<file path="config.mk">
export PLATFORM = sky130hd
export DESIGN_NAME = fvpim_sqrt_cell
export DESIGN_NICKNAME = d
export VERILOG_FILES = /design/src/design/fvpim_pkg.sv /design/src/design/fvpim_sqrt_cell.sv
export SDC_FILE = /design/constraint.sdc
export NUM_CORES = 1
export LEC_CHECK = 0
export BUFFER_PORTS_ARGS = -buffer_cell sky130_fd_sc_hd__buf_2
export CAP_MARGIN = 20
export CORE_AREA = 8 8 157 159
export CTS_CLUSTER_DIAMETER = 50
export CTS_CLUSTER_SIZE = 14
export DETAILED_ROUTE_END_ITERATION = 10
export DIE_AREA = 0 0 165 167
export PLACE_DENSITY_LB_ADDON = 0.12
export RECOVER_POWER = 100
export SLEW_MARGIN = 20
export SYNTH_ARGS = -nofsm -noshare
export SYNTH_HDL_FRONTEND = slang
export SYNTH_SLANG_ARGS = --single-unit
</file>
<file path="constraint.sdc">
create_clock -name clk -period 19.1 [get_ports clk]
set_input_delay 3.82 -clock clk [delete_from_list [all_inputs] [get_ports clk]]
set_output_delay 3.82 -clock clk [all_outputs]
set_load 0.1 [all_outputs]
</file>
<file path="src/design/fvpim_pkg.sv">
`timescale 1ns / 1ps
// Shared types and constants for the four-vector pair invariant mass unit.
package fvpim_pkg;

  localparam int CHARGE_W     = 4;
  localparam int CHARGE_OUT_W = CHARGE_W + 1;

  typedef logic [CHARGE_W-1:0]     charge_t;
  typedef logic [CHARGE_OUT_W-1:0] charge_out_t;

  localparam logic OP_SUM  = 1'b0;
  localparam logic OP_DIFF = 1'b1;

endpackage

</file>
<file path="src/design/fvpim_sqrt_cell.sv">
`timescale 1ns / 1ps
// One square root cell: retires one root bit and passes its state to the next cell.
module fvpim_sqrt_cell #(
  parameter int W      = 24,
  parameter int SIDE_W = 4 * (W + 1) + fvpim_pkg::CHARGE_OUT_W + 1
) (
  input  logic                clk,
  input  logic                rst_n,
  input  logic                in_valid,
  output logic                in_ready,
  input  logic [W+3:0]        rem_in,
  input  logic [W:0]          root_in,
  input  logic [2*W+1:0]      rad_in,
  input  logic [SIDE_W-1:0]   side_in,
  output logic                out_valid,
  input  logic                out_ready,
  output logic [W+3:0]        rem_out,
  output logic [W:0]          root_out,
  output logic [2*W+1:0]      rad_out,
  output logic [SIDE_W-1:0]   side_out
);

  localparam int RW   = W + 4;
  localparam int RADW = 2 * W + 2;

  logic              valid_r;
  logic [RW-1:0]     rem_r;
  logic [W:0]        root_r;
  logic [RADW-1:0]   rad_r;
  logic [SIDE_W-1:0] side_r;

  logic [RW-1:0]     rem_sh;
  logic [RW-1:0]     trial;
  logic              fits;
  logic [RW-1:0]     rem_nxt;
  logic [W:0]        root_nxt;

  assign rem_sh   = {rem_in[RW-3:0], rad_in[RADW-1:RADW-2]};
  assign trial    = {1'b0, root_in, 2'b01};
  assign fits     = rem_sh >= trial;
  assign rem_nxt  = fits ? (rem_sh - trial) : rem_sh;
  assign root_nxt = {root_in[W-1:0], fits};

  assign in_ready = !valid_r || out_ready;

  always_ff @(posedge clk) begin
    if (!rst_n) begin
      valid_r <= 1'b0;
    end else if (in_ready) begin
      valid_r <= in_valid;
    end
  end

  always_ff @(posedge clk) begin
    if (in_ready && in_valid) begin
      rem_r  <= rem_nxt;
      root_r <= root_nxt;
      rad_r  <= {rad_in[RADW-3:0], 2'b00};
      side_r <= side_in;
    end
  end

  assign out_valid = valid_r;
  assign rem_out   = rem_r;
  assign root_out  = root_r;
  assign rad_out   = rad_r;
  assign side_out  = side_r;

endmodule

</file>
* Word-level counts from Yosys, hierarchy flattened
Cells that the tools add are included.
** Storage, ports and cells
- Bits in registers :: 208
- Input port bits :: 213
- Output and inout port bits :: 211
- Word-level logic and storage cells :: 11
** Operators by class
- $add $sub $neg :: 1
- Order comparisons :: 1
- Muxes and demuxes :: 1
- Reduce and logical (&&, ||, !) cells :: 3
** Operators with widths (number)
- $ge A28 B27 Y1 :: 1
- $mux W28 :: 1
- $sub A28 B27 Y28 :: 1
- $logic_and A1 B1 Y1 :: 1
- $logic_not A1 Y1 :: 1
- $logic_or A1 B1 Y1 :: 1

* Longest topological paths before layout
- Word-level depth :: 3
- Gate-level depth with buffers :: 12
- Mapped depth without buffers :: 10

* Worst setup path before layout
No wires, ideal clock.
- Path kind :: input to register
- From :: input port out_ready
- To :: register rad_r[10], in the netlist rad_out[10], enable pin
- Setup time :: 0.591 ns
- Data arrival time :: 9.432 ns
- Data required time :: 18.509 ns
- Slack :: 9.076 ns
- Stages on the path :: 2
- Buffers on the path :: 0
- Cells stage by stage :: nand2b_1 > and2_1
** Between the ends
- Longest elaborated chain between the ends :: 2
** Ends and longest elaborated chain
- start: declaration :: RTL line fvpim_sqrt_cell.sv:16 : input logic out_ready,
- $logic_or A1 B1 Y1 :: RTL line fvpim_sqrt_cell.sv:44 : assign in_ready = !valid_r || out_ready;
- $logic_and A1 B1 Y1 :: RTL line fvpim_sqrt_cell.sv:55 : if (in_ready && in_valid) begin
- end signal: assignment :: RTL line fvpim_sqrt_cell.sv:58 : rad_r <= {rad_in[RADW-3:0], 2'b00};
- end: declaration :: RTL line fvpim_sqrt_cell.sv:29 : logic [RADW-1:0] rad_r;
No other way between the ends.
A chain may end at the register's enable or synchronous reset.

* Final worst setup path
- From :: input port out_ready
- To :: register rem_r[4], in the netlist rem_out[4], enable pin
** Between the ends
- Longest elaborated chain between the ends :: 2
** Ends and longest elaborated chain
- $logic_or A1 B1 Y1 :: RTL line fvpim_sqrt_cell.sv:44
- $logic_and A1 B1 Y1 :: RTL line fvpim_sqrt_cell.sv:55
- end signal: assignment :: RTL line fvpim_sqrt_cell.sv:56 : rem_r <= rem_nxt;
- end: declaration :: RTL line fvpim_sqrt_cell.sv:27 : logic [RW-1:0] rem_r;
No other way between the ends.

==> run_results.csv <==
group,metric,value,unit
status,outcome,"finished with violations",
status,violations,"capacitance limit, slew limit",
route,drtIter0Drc,324,
power,irDropWorstVdd,0.0000662,V
power,switching_share,35.1,%
cts,cts_buffer_depth,3,
critical_path,path_class,"input port to flip-flop",
die,initial_utilization,36.8,%
critical_path,arrival,9.85,ns
logic_synthesis,synth-simple-area-share,5.55,%
critical_path,slowest_delay,3.14,ns
logic_synthesis,synth_compound_area_share,8.90,%
logic_synthesis,ys_async_sr_fraction,0,%
logic_synthesis,syn-mean-instance-area,16.1,um^2
timing,fmax,102,MHz
timing,period_minus_slack,9.84,ns
cts,cts_setup_buffers,0,
hold_path,hold_start,"out_valid",
critical_path,crit_fanout,80,
critical_path,cp.required,19.11,ns
die,die_x,165,um
cts,cts.sinks,208,
layout,stdcell_count,1250,
power,power_frac_clock,35.1,%
layout,drive_above_1_share,25.2,%
logic_synthesis,yosysSeqAreaShare,76.2,%
timing,slew_headroom,-184,%
route,first_pass_iters,5,
cts,cts_resized,0,
global_routing,gr-total-overflow,0,
timing,finalHoldViolCount,0,
critical_path,crit_path_end_kind,"flip-flop",
timing,rsz0062_at_grt,"false",
timing,setup_violations,0,
timing,tightest_slew,4.26,ns
hold_path,hold-path-cell-count,2,
placement,dpl_cell_area,10600,um^2
global_routing,first_global_vias,5999,
logic_synthesis,synth-xor-area-share,2.14,%
cts,clock-root-buffer,"clkbuf_16",
critical_path,r2r_end,"rem_out[4]",
critical_path,rr_worst_depth,3,
placement,dp_hpwl,21.2,mm
power,p_switching,0.483,mW
route,via_count,5879,
logic_synthesis,yosysWarnings,0,
die,io_pins,424,
timing,slew_violations,255,
global_routing,grt_pass1_wl,37.4,mm
route,finalWirelength,26.6,mm
global_routing,antenna_found_initial,8,
critical_path,path_cells,"buf_2 > nand2b_1 > and2_0 > clkbuf_1",
die,num_rows,55,
critical_path,crit_slowest_cell,"clkbuf_1",
timing,fin_tns_setup,0,ns
cts,cts-buffers-inserted,24,
route,routedWlPerCell,21.3,um
hold_path,worstHoldPathType,"flip-flop to flip-flop",
placement,gp_congestion,0.791,
global_routing,track_usage,18.0,%
hold_path,min_to,"out_valid",
run,max_cap_violations,4,
cts,clk_pin_slew,0.06,ns
logic_synthesis,synth_cells,508,
cts,cts_tree,"done",
logic_synthesis,ys_ff_latch,208,
route,viasPerCell,4.70,
timing,skew,0.00629,ns
power,comb_power_share,24.8,%
logic_synthesis,ys.flop_type,"edfxtp_1",
layout,final_area,11100,um^2
timing,post-route-period-util,51.5,%
route,drtAntennaViolNets,0,
logic_synthesis,post_synth_mux_area_share,0.535,%
power,p_leak,4.40,nW
timing,hold_slack,0.537,ns
global_routing,grt_max_degree,81,
critical_path,regToRegStartpoint,"out_valid",
cts,worst_skew_pair.late_latency,0.50,ns
cts,ctsHtreeMaxLevel,1,
route,drc,0,
placement,dp_cells,1204,
placement,portBuffers,419,
power,intPower,0.893,mW
layout,area_growth,36.1,%
cts,cts_hold_buf,0,
die,coreArea,22200,um^2
logic_synthesis,synth_fa_ha_area_share,4.13,%
die,die_area,27600,um^2
logic_synthesis,synth.distinct_cells,55,
critical_path,cp-start-kind,"input port",
die,die_height,167,um
logic_synthesis,synth_edf_count,207,
critical_path,reg2reg_slack,12.36,ns
power,p_seq_share,40.1,%
layout,fin_nets,1185,
logic_synthesis,synth_top_family_by_area,"compound AO/OA/AOI/OAI gates",
power,powerDensity,124,nW/um^2
logic_synthesis,synthesis.area,8180,um^2
## critical path: cells and delay by family
family                 cells  cell delay, ns
and+or+nand+nor            2            2.72
buffers and inverters      2            3.21
## layer usage
metal	up-vias	part of all wire (%)	global-route usage, %
li1	2820	-	-
met1	2768	36	19.0
met2	228	52	32.9
met3	53	9.1	5.82
met4	10	2.9	5.88
met5	-	0.26	0
## sequential cells by signal, summed over array words and instances, names as in the netlist
name,flops
out_valid,1
root_out,25
rad_out,48
rem_out,28
side_out,106
## cells in the final DEF, fill, tap and decap left out, types with 9 or more instances in the layout
master,synthesis,final
clkbuf_1,6,229
edfxtp_1,207,207
buf_2,2,194
nand2_1,39,39
o21ai_0,33,33
inv_1,32,32
ha_1,27,27
clkbuf_16,0,25
a21oi_1,24,24
nor2_1,14,14
xnor2_1,11,11
a21o_1,10,10
xor2_1,9,9
## Yosys cell counts (all sizes together) (6+ instances only)
master  number  area share [%]
a21o        10            0.92
a21oi       24             1.5
and3         6            0.46
buf          6            0.63
clkbuf       6            0.28
edfxtp     207              76
ha          27             4.1
inv         32             1.5
nand2       39             1.8
nand2b       6            0.46
nand3        8            0.49
nor2        15            0.72
o21a         6            0.55
o21ai       33             2.0
xnor2       11             1.2
xor2         9            0.96
## how the worst max path moves through the flow
stage,start,endpoint,cells past startpoint
after floorplan,out_ready,rad_out[10],2
after global placement,out_ready,in_ready,3
after detailed placement,out_ready,in_ready,3
after CTS,out_ready,in_ready,3
after global routing,out_ready,root_out[3],4
final,out_ready,rem_out[4],4
## power groups by stage
stage	combinational (mW)	clock, mW	sequential, mW
5_1_grt	0.357	0.510	0.555
4_1_cts	0.355	0.495	0.548
2_1_floorplan	0.0641	0	0.779
6_report	0.341	0.483	0.552
3_3_place_gp	0.353	0	0.556
3_5_place_dp	0.354	0	0.557
## through the flow
stage / util (%) / worst slack (ns) / power, mW
floorplan: - / 9.08 / 0.843
global placement: 47.6 / 10.82 / 0.909
detailed placement: 47.6 / 10.82 / 0.911
CTS: 51.4 / 10.82 / 1.40
global route: 50.1 / 8.62 / 1.42
finish: 50.1 / 9.26 / 1.38
## cell families (layout without fill, tap and decap cells)
| family | after synthesis | in the layout |
|---|---|---|
| AOI/OAI and AO/OA | 110 | 110 |
| xor gates and xnor gates | 20 | 20 |
| adders and majority gates | 27 | 27 |
| buffers and inverters | 45 | 498 |
| DFF | 208 | 208 |
| muxes | 4 | 4 |
| other | 1 | 5 |
| and+or+nand+nor | 93 | 93 |
## area by class of cell
| class | instances | area (um^2) |
|---|---|---|
| tap | 285 | 357 |
| sequential | 208 | 6240 |
| antenna | 3 | 7.51 |
| fill | 2104 | 11100 |
| timing repair buffer | 422 | 1830 |
| clock inverter | 17 | 215 |
| multi-input combinational | 256 | 1740 |
| clock buffer | 26 | 629 |
| inverter | 33 | 125 |
No activity file was read; power rests on OpenSTA's default activity.
